**config.mk**
```make
export PLATFORM = sky130hd
export DESIGN_NAME = pbp_front
export DESIGN_NICKNAME = d
export VERILOG_FILES = /design/src/rtl/pbp_pkg.sv /design/src/rtl/pbp_front.sv
export SDC_FILE = /design/constraint.sdc
export NUM_CORES = 1
export LEC_CHECK = 0
export ABC_AREA = 1
export BUFFER_PORTS_ARGS = -buffer_cell sky130_fd_sc_hd__buf_2
export CORE_MARGIN = 2
export CORE_UTILIZATION = 30
export DETAILED_ROUTE_END_ITERATION = 16
export PLACE_DENSITY_LB_ADDON = 0.05
export SLEW_MARGIN = 20
export SYNTH_ARGS = -nofsm -noshare
export SYNTH_HDL_FRONTEND = slang
export SYNTH_SLANG_ARGS = --single-unit
```
**constraint.sdc**
```tcl
create_clock -name clk -period 0.9 [get_ports clk]
set_input_delay 0.135 -clock clk [delete_from_list [all_inputs] [get_ports clk]]
set_output_delay 0.135 -clock clk [all_outputs]
set_load 0.02 [all_outputs]
```
**src/rtl/pbp_pkg.sv**
```systemverilog
// Shared types and constants for the perceptron branch predictor.
`default_nettype none

package pbp_pkg;

	// Default sizes of the weight table and history.
	localparam int DEF_ROWS        = 512;
	localparam int DEF_HISTORY_LEN = 30;
	localparam int DEF_WEIGHT_BITS = 8;

	// Fixed field widths and limits.
	localparam int PC_W   = 32;
	localparam int THR_W  = 8;
	localparam int SUM_W  = 13;
	localparam int SUM_MAX = 4095;
	localparam int SUM_MIN = -4096;

	localparam logic [THR_W-1:0] THRESH_RESET = 8'd73;

	// Command queue depth between front and back.
	localparam int QDEPTH = 4;

	// Weights handled per cycle by the back datapath.
	localparam int LANES = 8;

	// Program counter bits consumed per cycle by the row reduction.
	localparam int MOD_BITS  = 4;
	localparam int MOD_STEPS = PC_W / MOD_BITS;

	// One classified command as it travels through the queue.
	typedef struct packed {
		logic            resolve;
		logic [PC_W-1:0] pc;
		logic            taken;
		logic            pred_dir;
	} cmd_t;

	// Queue fill status seen by front and back.
	typedef struct packed {
		logic full;
		logic empty;
	} queue_status_t;

	// Back sequencer states.
	typedef enum logic [2:0] {
		ST_CLEAR,
		ST_IDLE,
		ST_MOD,
		ST_READ,
		ST_LOAD,
		ST_STEP,
		ST_FINISH
	} back_state_t;

endpackage

`default_nettype wire

```
**src/rtl/pbp_front.sv**
```systemverilog
// Front end: command acceptance, classification and the threshold register.
`default_nettype none

module pbp_front (
	input  wire logic                        clk,
	input  wire logic                        arst_n,
	input  wire logic                        start,
	input  wire logic                        req_type,
	input  wire logic [pbp_pkg::PC_W-1:0]    pc,
	input  wire logic                        taken,
	input  wire logic                        pred_dir,
	input  wire logic                        cfg_we,
	input  wire logic [pbp_pkg::THR_W-1:0]   cfg_wdata,
	input  wire pbp_pkg::queue_status_t      qstat,
	input  wire logic                        clearing,
	output logic                             busy,
	output logic                             push,
	output pbp_pkg::cmd_t                    cmd,
	output logic [pbp_pkg::THR_W-1:0]        threshold
);
	import pbp_pkg::*;

	logic [THR_W-1:0] threshold_q;

	// Hold off new transactions while the queue is full or the table is being cleared.
	assign busy = qstat.full | clearing;
	assign push = start & ~busy;

	// Classify the transaction; direction fields only matter for a resolve.
	always_comb begin
		cmd.resolve  = req_type;
		cmd.pc       = pc;
		cmd.taken    = req_type & taken;
		cmd.pred_dir = req_type & pred_dir;
	end

	// Training threshold register.
	always_ff @(posedge clk or negedge arst_n) begin
		if (!arst_n) begin
			threshold_q <= THRESH_RESET;
		end else if (cfg_we) begin
			threshold_q <= cfg_wdata;
		end
	end

	assign threshold = threshold_q;

endmodule

`default_nettype wire

```
==> results of run 1 <==
==> cell type report <==
cell class / instances / area [um^2]
clock buffers: 4 / 26.3
repair buffers: 33 / 228
inverters: 6 / 22.5
fillers: 232 / 1280
flip-flops and latches: 8 / 204
well taps: 27 / 33.8
multi-input cells: 28 / 105
==> power groups by stage <==
stage / registers [mW] / clock network (mW) / logic (mW)
finish: 0.425 / 0.288 / 0.247
global route: 0.429 / 0.321 / 0.273
CTS: 0.425 / 0.302 / 0.240
detailed placement: 0.423 / 0 / 0.193
global placement: 0.422 / 0 / 0.195
floorplan: 0.464 / 0 / 0.274
==> final timing paths <==
path	from	endpoint	slack, ps
min in group asynchronous	arst_n	threshold[4]	250
max in group asynchronous	arst_n	threshold[3]	400
worst max register to register	threshold[4]	threshold[4]	50
worst min register to register	threshold[3]	threshold[3]	470
worst max-delay path	threshold[0]	threshold[0]	-130
worst min-delay path	cfg_wdata[7]	threshold[7]	80
==> what timing repair did <==
action / 4_1_cts / 5_1_grt
setup endpoints to repair: 8 / 8
hold endpoints to repair: 8 / 0
hold buffers: 1 / 0
setup buffers: 1 / 2
gates resized for setup: 16 / 0
==> per-stage QoR <==
step                      total power, mW  area (um^2)  setup slack (ps)  hold slack [ps]  TNS [ps]
after floorplan                     0.739          591               122             -161         0
final                               0.960          619              -135             78.0      -433
after detailed placement            0.616          510              99.6            -11.4         0
after CTS                           0.968          604              -146             70.4      -525
after global placement              0.617          510               105            -4.92         0
after global routing                 1.02          619              -166             83.1      -675
==> metal layers <==
metal	track usage [%]	routed length, um	up-vias
met4	6.19	28	0
met1	9.16	347	165
met3	5.25	159	6
met5	0	0	-
li1	-	-	196
met2	14.1	488	36
==> cell usage in the layout, fill, tap and decap left out <==
master / n
nand2_1: 27
buf_6: 8
dfstp_2: 3
inv_1: 5
clkbuf_4: 3
nor2_1: 1
buf_2: 21
clkbuf_1: 1
dfrtp_1: 5
dlygate4sd3_1: 1
buf_4: 3
inv_2: 1
==> logic make-up (layout without fill, tap and decap cells) <==
group         Yosys count  in the layout
simple gates           28             28
flops                   8              8
buf+inv                40             43
==> metrics, run 1 <==
status complete, but fails checks; violated checks setup timing; Hold Path Depth 3; Synth Area in Simple Gates 17.8%; first-pass iteration count of the detailed router 2; Synth Area in XOR/XNOR 0%; DR vias 403; sum of buffers and inverters on the critical path 1; Yosys top cell by area buf_4; PortBufs 29; TritonCTS clock tree yes; Worst setup EP type output pin; Worst-path clk slew 60 ps; fraction of layout cells with a size suffix above 1 49.4%; EDFF count, synth 0; Core Util, Final 32.6%; Residual DRC 0; remaining antenna violation count 0; fmax 967 MHz; Synth Register Bits 8; crit share post-route 115%; Post-Synth Adder-Cell Area 0%; Arrival @ worst endpoint 900 ps; all-layer global routing usage 9.07%; wire length per cell 9.66 um; Async SR Flop Fraction 100%; RSZ-0062 raised after global routing yes; Top Ports 95; P_int 0.696 mW; Leak 0.374 nW; Post-synth top cells buf_4 (33), nand2_1 (27), dfrtp_1 (5), inv_1 (5), dfstp_2 (3); Mapped Area 591 um^2; ys flop type dfrtp_1; max FFs per register 8; Num CTS Buffers 3; syn avg cell area 7.77 um^2; cell count after synthesis 76; nets 130; Max-cap violations 0; Die W 48.4 um; die area 2340 um^2; core footprint 1900 um^2; DRT iter0 DRCs 3; CP top delay family flip-flops; Post-Syn Nets 126; Detailed Place HPWL 785 um; CP cell instances buf_6; slowest cell delay on critical path 540 ps; crit path kind reg -> out; largest family of logic cells by synthesized area buffers and inverters; Setup Skew 0 ps; pins over their slew limit 0; first-pass GRT wire length 1700 um; ANT cells 0; Yosys warnings 0; Max clock buf depth 2; sequential power share 44.3%; PD cells 1550 nW/um^2; clock period minus final worst setup slack 1030 ps; worst-path fanout max 2; worst r2r path cells 4; Starting Density 31.1%; routed wire length 1020 um; Hold Fails Final Rpt 0; placed cell count 98; post-synthesis mux area share 0%; H-tree levels 1; largest net degree at the start of global routing 10; Synth top area share 41.9%; Slew HR 88.3%; Yosys cell types 8; register area share after synthesis 34.5%; Clk pwr share 30.0%; Worst Slack Setup Final -135 ps; row count 16; Area growth syn-to-layout 4.87%; VDD IR max 750 uV; critical path launch point type register; clk_lat worst skew 250 ps; Psw 0.264 mW; Root Driver clkbuf_4; Via density 3.80; Die H 48.4 um; Synth area leaders buf_4 (42%), dfrtp_1 (21%), nand2_1 (17%); cell with the most instances after synthesis buf_4; # clock sinks 8; Least-Margin Pin Slew 176 ps; Combinational Power Share 25.7%; post-synthesis compound-gate area fraction 0%; Worst EP required 760 ps; vias in the first global route 386; initial antenna violation count 0; gr ovfl total 0; Sw Ratio 27.5%; critical path depth 1; fin cells 106; Setup-failing EPs final 7; RD Place Congestion 0.589; slowest CP cell dfstp_2; Hold WC Path Type in -> reg
Power figures use the tool's default switching activity.
==> run 2: changes to the inputs <==
GPL_TIMING_DRIVEN = 0   (was not set)
==> run 2 against run 1 <==
The flow still finishes with violations (setup timing). Setup slack worse by 8.4 ps. Total power up 30%. Clock skew unchanged. Routed wire length up 46%. Critical endpoint unchanged. Highest routed layer is now met3.
==> metrics, run 2 (synthesis results as in run 1) <==
status complete, but fails checks; violated checks setup timing; Setup-failing EPs final 8 (+1); DR vias 633 (+57%); setup TNS -452 ps (-18.5 ps); clk_lat worst skew 260 ps (about the same); Root Driver clkbuf_4; RD Place Congestion 0.580 (-1.5%); Via density 3.70 (-2.6%); Max clock buf depth 2 (unchanged); Area growth syn-to-layout 75.0%; H-tree levels 1 (unchanged); Worst Slack Setup Final -143 ps (-8.39 ps); Die W 48.4 um (unchanged); first-pass GRT wire length 2430 um (+42%); Least-Margin Pin Slew 187 ps (+10.3 ps); Num CTS Buffers 3 (unchanged); Worst setup EP type output pin; Core Util, Final 54.3% (+22 points); most frequent cells in the layout buf_2 (52), buf_4 (36), nand2_1 (27); # clock sinks 8 (unchanged); fmax 959 MHz (-0.80%); RSZ-0062 raised after global routing yes; TritonCTS clock tree yes; clock period minus final worst setup slack 1040 ps (+8.39 ps); Hold Path End threshold[0]; Starting Density 31.1% (unchanged); CP top delay family flip-flops; overall power 1.25 mW (+30%); hold_sp cfg_wdata[0]; slowest CP cell dfstp_2; ANT cells 0 (unchanged); critical path launch point type register; PortBufs 60 (+110%); core footprint 1900 um^2 (unchanged); Hold Path Depth 3 (unchanged); max FFs per register 8 (unchanged); wire length per cell 8.74 um (-9.6%); Fill cells 177 (-24%); crit path kind reg -> out; pins over their slew limit 0 (unchanged); DRT iter0 DRCs 4 (+1); VDD IR max 747 uV (-0.46%); row count 16 (unchanged); routed wire length 1490 um (+46%); initial antenna violation count 0 (unchanged); Max-cap violations 0 (unchanged); sum of buffers and inverters on the critical path 1 (unchanged); gr ovfl total 0 (unchanged); remaining antenna violation count 0 (unchanged); first-pass iteration count of the detailed router 4 (+2); reg2reg setup slack 110 ps (+60 ps); Setup Skew 0 ps (unchanged); Arrival @ worst endpoint 910 ps (about the same); all-layer global routing usage 12.6% (+3.6 points); commonest non-fill, non-tap cell in the layout buf_2; Top Ports 95 (unchanged); fraction of layout cells with a size suffix above 1 72.2% (+23 points); Hold WC Path Type in -> reg; Detailed Place HPWL 1260 um (+61%); slowest cell delay on critical path 540 ps (about the same); Hold Fails Final Rpt 0 (unchanged); PD cells 1210 nW/um^2 (-22%); die area 2340 um^2 (unchanged); r2r endpoint threshold[3]; placed cell count 163 (+66%); Worst-path clk slew 60 ps (about the same); worst-path fanout max 2 (unchanged); nets 195 (+50%); Die H 48.4 um (unchanged); fin cells 171 (+61%); Worst R2R Start threshold[3]; Slew HR 87.6% (-0.69 points); Leak 0.660 nW (+77%); crit share post-route 116% (+0.93 points); largest net degree at the start of global routing 10 (unchanged); CP cell instances buf_6; Residual DRC 0 (unchanged); minimum hold slack 71.1 ps (-6.90 ps); worst r2r path cells 3 (-1); Worst EP required 760 ps (about the same); vias in the first global route 564 (+46%)
run 2: layout make-up:
cell class / instances / area, um^2 / share of cell area, %
repair buffers: 64 / 383 / 37.0
plain buffers: 34 / 259 / 25.1
flip-flops and latches: 8 / 204 / 19.7
multi-input cells: 28 / 105 / 10.2
well taps: 27 / 33.8 / 3.27
clock buffers: 4 / 26.3 / 2.54
inverters: 6 / 22.5 / 2.18
run 2: worst max path at each step:
stage | startpoint | depth (start not counted) | endpoint | slack (ps)
after CTS | threshold[0] | 1 | threshold[0] | -150
after global routing | threshold[0] | 1 | threshold[0] | -180
after floorplan | qstat[1] | 3 | push | 120
after detailed placement | threshold[3] | 1 | threshold[3] | 100
after global placement | threshold[0] | 1 | threshold[0] | 100
final | threshold[0] | 1 | threshold[0] | -140
run 2: metal layers:
metal,global-route usage (%),vias up,share of wire (%)
met4,2.86,0,0
met3,5.25,0,14
met5,0,-,0
li1,-,324,-
met2,22.9,48,50
met1,13.7,261,36
run 2: repair_timing:
| item | CTS | global route |
|---|---|---|
| hold endpoints to repair | 8 | 0 |
| setup buffers | 3 | 0 |
| hold buffers | 1 | 0 |
| gates resized for setup | 16 | 0 |
| setup endpoints to repair | 8 | 8 |
run 2: report_power, final:
part           switching, mW  total [mW]  internal, mW
combinational          0.257       0.523         0.267
clock                  0.131       0.301         0.170
sequential            0.0219       0.423         0.401
run 2: metrics by stage:
stage / worst slack [ps] / cell area, um^2
floorplan: 122 / 591
global placement: 101 / 925
detailed placement: 95.1 / 925
CTS: -155 / 1030
global route: -176 / 1030
finish: -143 / 1030
