## config.mk

```make
export PLATFORM = sky130hd
export DESIGN_NAME = pbp_queue
export DESIGN_NICKNAME = d
export VERILOG_FILES = /design/src/rtl/pbp_pkg.sv /design/src/rtl/pbp_queue.sv
export SDC_FILE = /design/constraint.sdc
export NUM_CORES = 1
export LEC_CHECK = 0
export ABC_CLOCK_PERIOD_IN_PS = 2250
export BUFFER_PORTS_ARGS = -buffer_cell sky130_fd_sc_hd__clkbuf_2
export CAP_MARGIN = 20
export CORE_MARGIN = 1
export CORE_UTILIZATION = 35
export DETAILED_ROUTE_END_ITERATION = 8
export SLEW_MARGIN = 10
export SYNTH_ARGS = -nofsm -noshare
export SYNTH_HDL_FRONTEND = slang
export SYNTH_SLANG_ARGS = --single-unit
```

## constraint.sdc

```tcl
create_clock -name clk -period 2.25 [get_ports clk]
set_clock_uncertainty 0.15 [all_clocks]
set_input_delay 0.225 -clock clk [delete_from_list [all_inputs] [get_ports clk]]
set_output_delay 0.225 -clock clk [all_outputs]
set_load 0.01 [all_outputs]
```

## src/rtl/pbp_pkg.sv

```systemverilog
// Shared types and constants for the perceptron branch predictor.
`default_nettype none

package pbp_pkg;

	// Default sizes of the weight table and history.
	localparam int DEF_ROWS        = 512;
	localparam int DEF_HISTORY_LEN = 30;
	localparam int DEF_WEIGHT_BITS = 8;

	// Fixed field widths and limits.
	localparam int PC_W   = 32;
	localparam int THR_W  = 8;
	localparam int SUM_W  = 13;
	localparam int SUM_MAX = 4095;
	localparam int SUM_MIN = -4096;

	localparam logic [THR_W-1:0] THRESH_RESET = 8'd73;

	// Command queue depth between front and back.
	localparam int QDEPTH = 4;

	// Weights handled per cycle by the back datapath.
	localparam int LANES = 8;

	// Program counter bits consumed per cycle by the row reduction.
	localparam int MOD_BITS  = 4;
	localparam int MOD_STEPS = PC_W / MOD_BITS;

	// One classified command as it travels through the queue.
	typedef struct packed {
		logic            resolve;
		logic [PC_W-1:0] pc;
		logic            taken;
		logic            pred_dir;
	} cmd_t;

	// Queue fill status seen by front and back.
	typedef struct packed {
		logic full;
		logic empty;
	} queue_status_t;

	// Back sequencer states.
	typedef enum logic [2:0] {
		ST_CLEAR,
		ST_IDLE,
		ST_MOD,
		ST_READ,
		ST_LOAD,
		ST_STEP,
		ST_FINISH
	} back_state_t;

endpackage

`default_nettype wire

```

## src/rtl/pbp_queue.sv

```systemverilog
// Small command queue between the front end and the back end.
`default_nettype none

module pbp_queue (
	input  wire logic                   clk,
	input  wire logic                   arst_n,
	input  wire logic                   push,
	input  wire pbp_pkg::cmd_t          wdata,
	input  wire logic                   pop,
	output pbp_pkg::cmd_t               head,
	output pbp_pkg::queue_status_t      qstat
);
	import pbp_pkg::*;

	localparam int PTR_W = $clog2(QDEPTH);
	localparam int CNT_W = $clog2(QDEPTH + 1);

	cmd_t             entries_q [QDEPTH];
	logic [PTR_W-1:0] wptr_q;
	logic [PTR_W-1:0] rptr_q;
	logic [CNT_W-1:0] count_q;

	// Entry storage; payload needs no reset.
	always_ff @(posedge clk) begin
		if (push) begin
			entries_q[wptr_q] <= wdata;
		end
	end

	// Pointers and fill count.
	always_ff @(posedge clk or negedge arst_n) begin
		if (!arst_n) begin
			wptr_q  <= '0;
			rptr_q  <= '0;
			count_q <= '0;
		end else begin
			if (push) begin
				wptr_q <= (wptr_q == PTR_W'(QDEPTH - 1)) ? '0 : wptr_q + 1'b1;
			end
			if (pop) begin
				rptr_q <= (rptr_q == PTR_W'(QDEPTH - 1)) ? '0 : rptr_q + 1'b1;
			end
			if (push && !pop) begin
				count_q <= count_q + 1'b1;
			end else if (pop && !push) begin
				count_q <= count_q - 1'b1;
			end
		end
	end

	assign head        = entries_q[rptr_q];
	assign qstat.full  = (count_q == CNT_W'(QDEPTH));
	assign qstat.empty = (count_q == '0);

endmodule

`default_nettype wire

```

==> run metrics, run 1 <==
outcome complete, no violations; DR DRC count 0; met2 WL post-DR 5127 um; num rows 45; maxcap violations 0; Synth area leaders edfxtp_1 76%, mux4_2 11%, mux4_1 3.3%; critical path type reg2out; vias in the first global route 2851; Root Buffer clkbuf_16; first-pass GRT wire length 15080 um; final wirelength between 9000 and 10000 um; leading area contributor after synthesis edfxtp_1; Post-Syn Instances 220; Slew Viols, Final 0; synth unique cells 19; total power draw 9115 uW; Setup TNS 0 ns; Synth Register Bits 147; share of layout cells above drive strength 1 0.4108; TritonCTS Buffers 17; HP Class in2async; most frequent cells in the layout 140 x edfxtp_1, 75 x clkbuf_2, 38 x dlygate4sd3_1, 28 x mux4_2, 17 x clkbuf_16; clk buf depth 2; n_diodes 0; H-tree Lvls 4; Slew @ Worst Pin ~0.38 ns; commonest non-fill, non-tap cell in the layout edfxtp_1; clock slew at reported path FFs roughly 0.06 ns; nets approximately 400; Rel. slew slack 0.7472; Initial Util 0.3605; via count 2606; Placer Congestion 0.6295; Die H 127.6 um; WL met1 4073 um; met3 WL about 460 um; Die X 127.6 um; Mean Syn Cell Area 25.10 um2; Cell Area, Synth about 0.0055 mm2; flop2flop setup slack 0.65 ns; hpwl dp 6044 um; slowest CP cell dfrtp_4; Via density 4.485; achievable frequency approximately 0.46 GHz; P per Cell Area 1258 mW/mm2; io pins 76; Worst setup SP type register; CP max stage delay 0.52 ns; Routed Antenna Nets 0; CP Max Fanout 13; FILL cells 1321; Yosys warning total 0; Clock Sinks 147; die area approximately 0.016 mm2; reg2reg start wptr_q[0]; CP Data Arrival Time 1.79 ns; PortBufs 75; Initial DRC Count 116; fin crit share 0.9636; Core Region 0.01531 mm2; total gr overflow 0; Setup crit start rptr_q[0]; Syn Nets 266; R2R depth 3; critical path, cell by cell buf_12, mux4_2, clkbuf_2; antenna violations before repair 0; Clock Latency Late Sink between 0.4 and 0.5 ns; post-layout min period 2.168 ns; register area share after synthesis 0.7931; Static Leak 0.002605 uW; area fraction of the dominant cell type after synthesis 0.7614; critical path endpoint head[2]; pin count of the biggest net entering global routing 36; WP data required 1.88 ns; wire per inst 16.79 um; GRT Total Usage 0.1312; RR Endpoint entries_q[3][32]; CP Capture Type primary output; uppermost layer routed met4; unrepaired setup endpoints after global routing no; Detailed Routing Iterations Pass 1 4; VDD IR max 670.2 uV; Area growth syn-to-layout 31.23%; final hold viol count 0; final count of negative-setup-slack endpoints 0; CTS tree yes
## power breakdown
part | internal, uW | switching, uW
logic | 1260 | 1200
clock network | 1940 | 1010
registers | 3530 | 173
total | 6730 | 2380
## metal layers
layer,vias to the layer above,global-route usage
met2,57,0.2308
met5,-,0
met4,0,0.04567
met1,1333,0.1455
li1,1207,-
met3,9,0.04983
## state kept, by name, summed over array words and instances, names as in the netlist
register	cells
entries_q	140
count_q	3
rptr_q	2
wptr_q	2
## Yosys cell counts
cell	n
buf_12	3
o21ai_0	2
mux4_1	7
ha_1	6
fa_1	1
and2_1	4
dfrtp_1	7
nor3b_1	1
xor2_1	2
buf_6	1
inv_1	4
buf_2	4
mux4_2	28
edfxtp_1	140
mux2_2	3
nor3_1	1
xnor2_1	1
nand2_1	2
nor2_1	3
## final cells by class
| type | instances | area (um2) | share of cell area |
|---|---|---|---|
| Clock buffer | 18 | 429.2 | 0.05923 |
| Clock inverter | 13 | 188.9 | 0.02607 |
| Inverter | 4 | 15.01 | 0.002072 |
| Multi-Input combinational cell | 61 | 1041 | 0.1437 |
| Sequential cell | 147 | 4384 | 0.6051 |
| Tap cell | 211 | 264.0 | 0.03644 |
| Timing Repair Buffer | 127 | 923.4 | 0.1274 |
## critical path, delay by kind of cell, from the launching register on
family                 cells  cell delay, ns
buffers and inverters      2            0.33
DFF                        1            0.52
muxes                      1            0.52
## cells by family (layout without fill, tap and decap cells)
| kind of cell | count (synthesis) | after routing | synth area share |
|---|---|---|---|
| xor+xnor | 3 | 3 | 0.004760 |
| buf+inv | 12 | 162 | 0.01926 |
| flops | 147 | 147 | 0.7931 |
| compound gates | 2 | 2 | 0.001813 |
| mux | 38 | 38 | 0.1536 |
| fa+ha+maj | 7 | 7 | 0.01722 |
| simple gates | 11 | 11 | 0.01020 |
## metrics by stage
stage            util  setup slack (ns)  hold slack [ns]  instance area (um2)  std cells
3_3_place_gp   0.4055            0.2875         -0.05865                 6210        509
6_report       0.4731           0.08183          0.05077                 7246        581
2_1_floorplan       -            0.2248          -0.2206                 5522        220
3_5_place_dp   0.4055            0.2731         -0.05938                 6210        509
4_1_cts        0.4731           0.03231          0.03552                 7246        581
5_1_grt        0.4731          0.001155          0.05712                 7246        581
## worst min path at each step
stage	slack [ns]	depth (start not counted)	endpoint
after floorplan	-0.22	0	count_q[0]
after global placement	-0.06	1	wptr_q[1]
after detailed placement	-0.06	1	count_q[2]
after CTS	0.04	2	count_q[0]
after global routing	0.06	2	count_q[0]
final	0.05	2	count_q[0]
## what timing repair did
item	4_1_cts	5_1_grt
hold buffers	38	0
endpoints found under the setup margin	31	0
endpoints found under the hold margin	150	0
buffers inserted	3	0
gates resized for setup	1	0
(Power assumes the default switching activity.)
==> inputs of run 2 (changes only) <==
Settings changed: CORE_UTILIZATION 35 to 40.
==> run 2 against run 1 <==
Effect of this change: non-clock buffer count stayed put; clock power hardly changed; largest power group unchanged; combinational power is 4% lower; die area is 12% lower; register-to-register slack worse by 0.11 ns; via count is 1.1% higher; sequential power is 1% higher; utilization is 6.6 points higher; total power is 0.85% lower; first-iteration DRC count is 1.7% higher; flip-flop and latch count stayed put; global-route usage is 1.5 points higher.
==> run metrics, run 2 (synthesized netlist as in run 1, its figures left out) <==
total gr overflow 0; Core Region 0.01335 mm2; Setup TNS 0 ns; maxcap violations 0; HP Class in2async; n_diodes 0; Initial DRC Count approximately 120; Area growth syn-to-layout 30.23%; WP data required 1.88 ns; final instance area 0.007191 mm2; Die X 119.5 um; Clock Sinks 147; num rows 42; sw frac 0.2602; Detailed Routing Iterations Pass 1 4; vias in the first global route 2829; biggest regs entries_q (140), count_q (3); final count of negative-setup-slack endpoints 0; first-pass GRT wire length 14880 um; P per Cell Area 1257 mW/mm2; clk buf depth 2; achievable frequency 0.4631 GHz; R2R depth 4; Worst setup SP type register; wire per inst between 15 and 20 um; CTS tree yes; clock slew at reported path FFs 0.06 ns; RR Endpoint entries_q[0][22]; fraction of power consumed by the clock network 0.323; TritonCTS Buffers 17; switching pwr 2351 uW; post-layout min period 2.159 ns; FF+latch area around 0.0044 mm2; CP Capture Type primary output; die area 0.01428 mm2; reg2reg start wptr_q[0]; Via density around 4.8; fin crit share 0.9597; flop2flop setup slack around 0.54 ns; share of layout cells above drive strength 1 0.4119; Slew Viols, Final 0; CP Data Arrival Time roughly 1.8 ns; antenna violations before repair 0; final hold viol count 0; DR DRC count 0; Slew @ Worst Pin roughly 0.36 ns; P_int 6686 uW; post-placement cell area 0.006173 mm2; Biggest register entries_q; hold_ws approximately 0.044 ns; final wirelength 9441 um; io pins 76; PortBufs 75; FILL cells 1098; Routed Antenna Nets 0; Root Buffer clkbuf_16; Sequential Power Share 0.414; via count 2634; GRT Total Usage 0.1462; critical path endpoint head[29]; Clock Latency Late Sink 0.41 ns; hpwl dp 5895 um; commonest non-fill, non-tap cell in the layout edfxtp_1; CP Max Fanout 6; Comb power frac 0.263; unrepaired setup endpoints after global routing no; pin count of the biggest net entering global routing 28; nets 404; H-tree Lvls 4; Placer Congestion roughly 0.65; Multi-input gate area 0.001041 mm2; most frequent cells in the layout 140 x edfxtp_1, 75 x clkbuf_2, 38 x dlygate4sd3_1, 28 x mux4_2, 17 x clkbuf_16; critical path type reg2out; max FFs per register 140; Die H approximately 120 um; Initial Util 0.4137; Setup crit start rptr_q[0]; Rel. slew slack 0.7614; outcome complete, no violations; Static Leak approximately 0.0026 uW; VDD IR max around 570 uV
## run 2: cell types whose count changed in the layout (fill, tap and decap cells not counted), sizes merged
| cell | delta |
|---|---|
| clkinvlp | +1 |
| clkbuf | -1 |
| inv | -1 |
## run 2: power groups by stage
| stage | clock [uW] | sequential, uW | combinational [uW] |
|---|---|---|---|
| after floorplan | 0 | 3680 | 1640 |
| after global placement | 0 | 3800 | 2330 |
| after CTS | 2980 | 3750 | 2460 |
| final | 2920 | 3740 | 2380 |
| after global routing | 3080 | 3800 | 2600 |
| after detailed placement | 0 | 3830 | 2340 |
## run 2: layer usage
layer	GRT usage	part of all wire	vias up
met2	0.2417	0.51	68
met1	0.1791	0.43	1341
met3	0.04135	0.040	14
li1	-	-	1211
met4	0.06563	0.018	0
met5	0	0	-
## run 2: metrics by stage
stage | total power (uW) | worst slack [ns] | std cells | util
after floorplan | 5321 | 0.2248 | 220 | -
after global placement | 6133 | 0.3254 | 475 | 0.4625
after detailed placement | 6172 | 0.3142 | 475 | 0.4625
after CTS | 9190 | 0.01189 | 545 | 0.5385
after global routing | 9481 | 0.007894 | 545 | 0.5387
final | 9037 | 0.09058 | 545 | 0.5387
## run 2: area by class of cell
| type | instances | share of cell area |
|---|---|---|
| clock buffers | 17 | 0.05916 |
| clock inverters | 13 | 0.02662 |
| inverters | 4 | 0.002088 |
| multi-input cells | 61 | 0.1448 |
| flip-flops and latches | 147 | 0.6101 |
| well taps | 176 | 0.03062 |
| repair buffers | 127 | 0.1267 |
## run 2: how the worst min path moves through the flow
stage | start | cells after the start | slack, ns | endpoint
after floorplan | arst_n | 0 | -0.22 | count_q[0]
after global placement | arst_n | 1 | -0.07 | count_q[2]
after detailed placement | arst_n | 1 | -0.07 | count_q[2]
after CTS | arst_n | 2 | 0.03 | count_q[2]
after global routing | arst_n | 2 | 0.06 | count_q[2]
final | arst_n | 2 | 0.04 | count_q[0]
## run 2: worst max-delay path: stages (launching register included)
cell and delay, ns:
dfrtp_4 0.48, buf_4 0.17, mux4_1 0.58, clkbuf_2 0.15
## run 2: timing repair
action,4_1_cts,5_1_grt
pin swaps,0,0
endpoints found under the hold margin,151,0
setup endpoints to repair,27,4
hold buffers,38,0
cloned,0,0
gates resized for setup,1,1
setup buffers,2,0
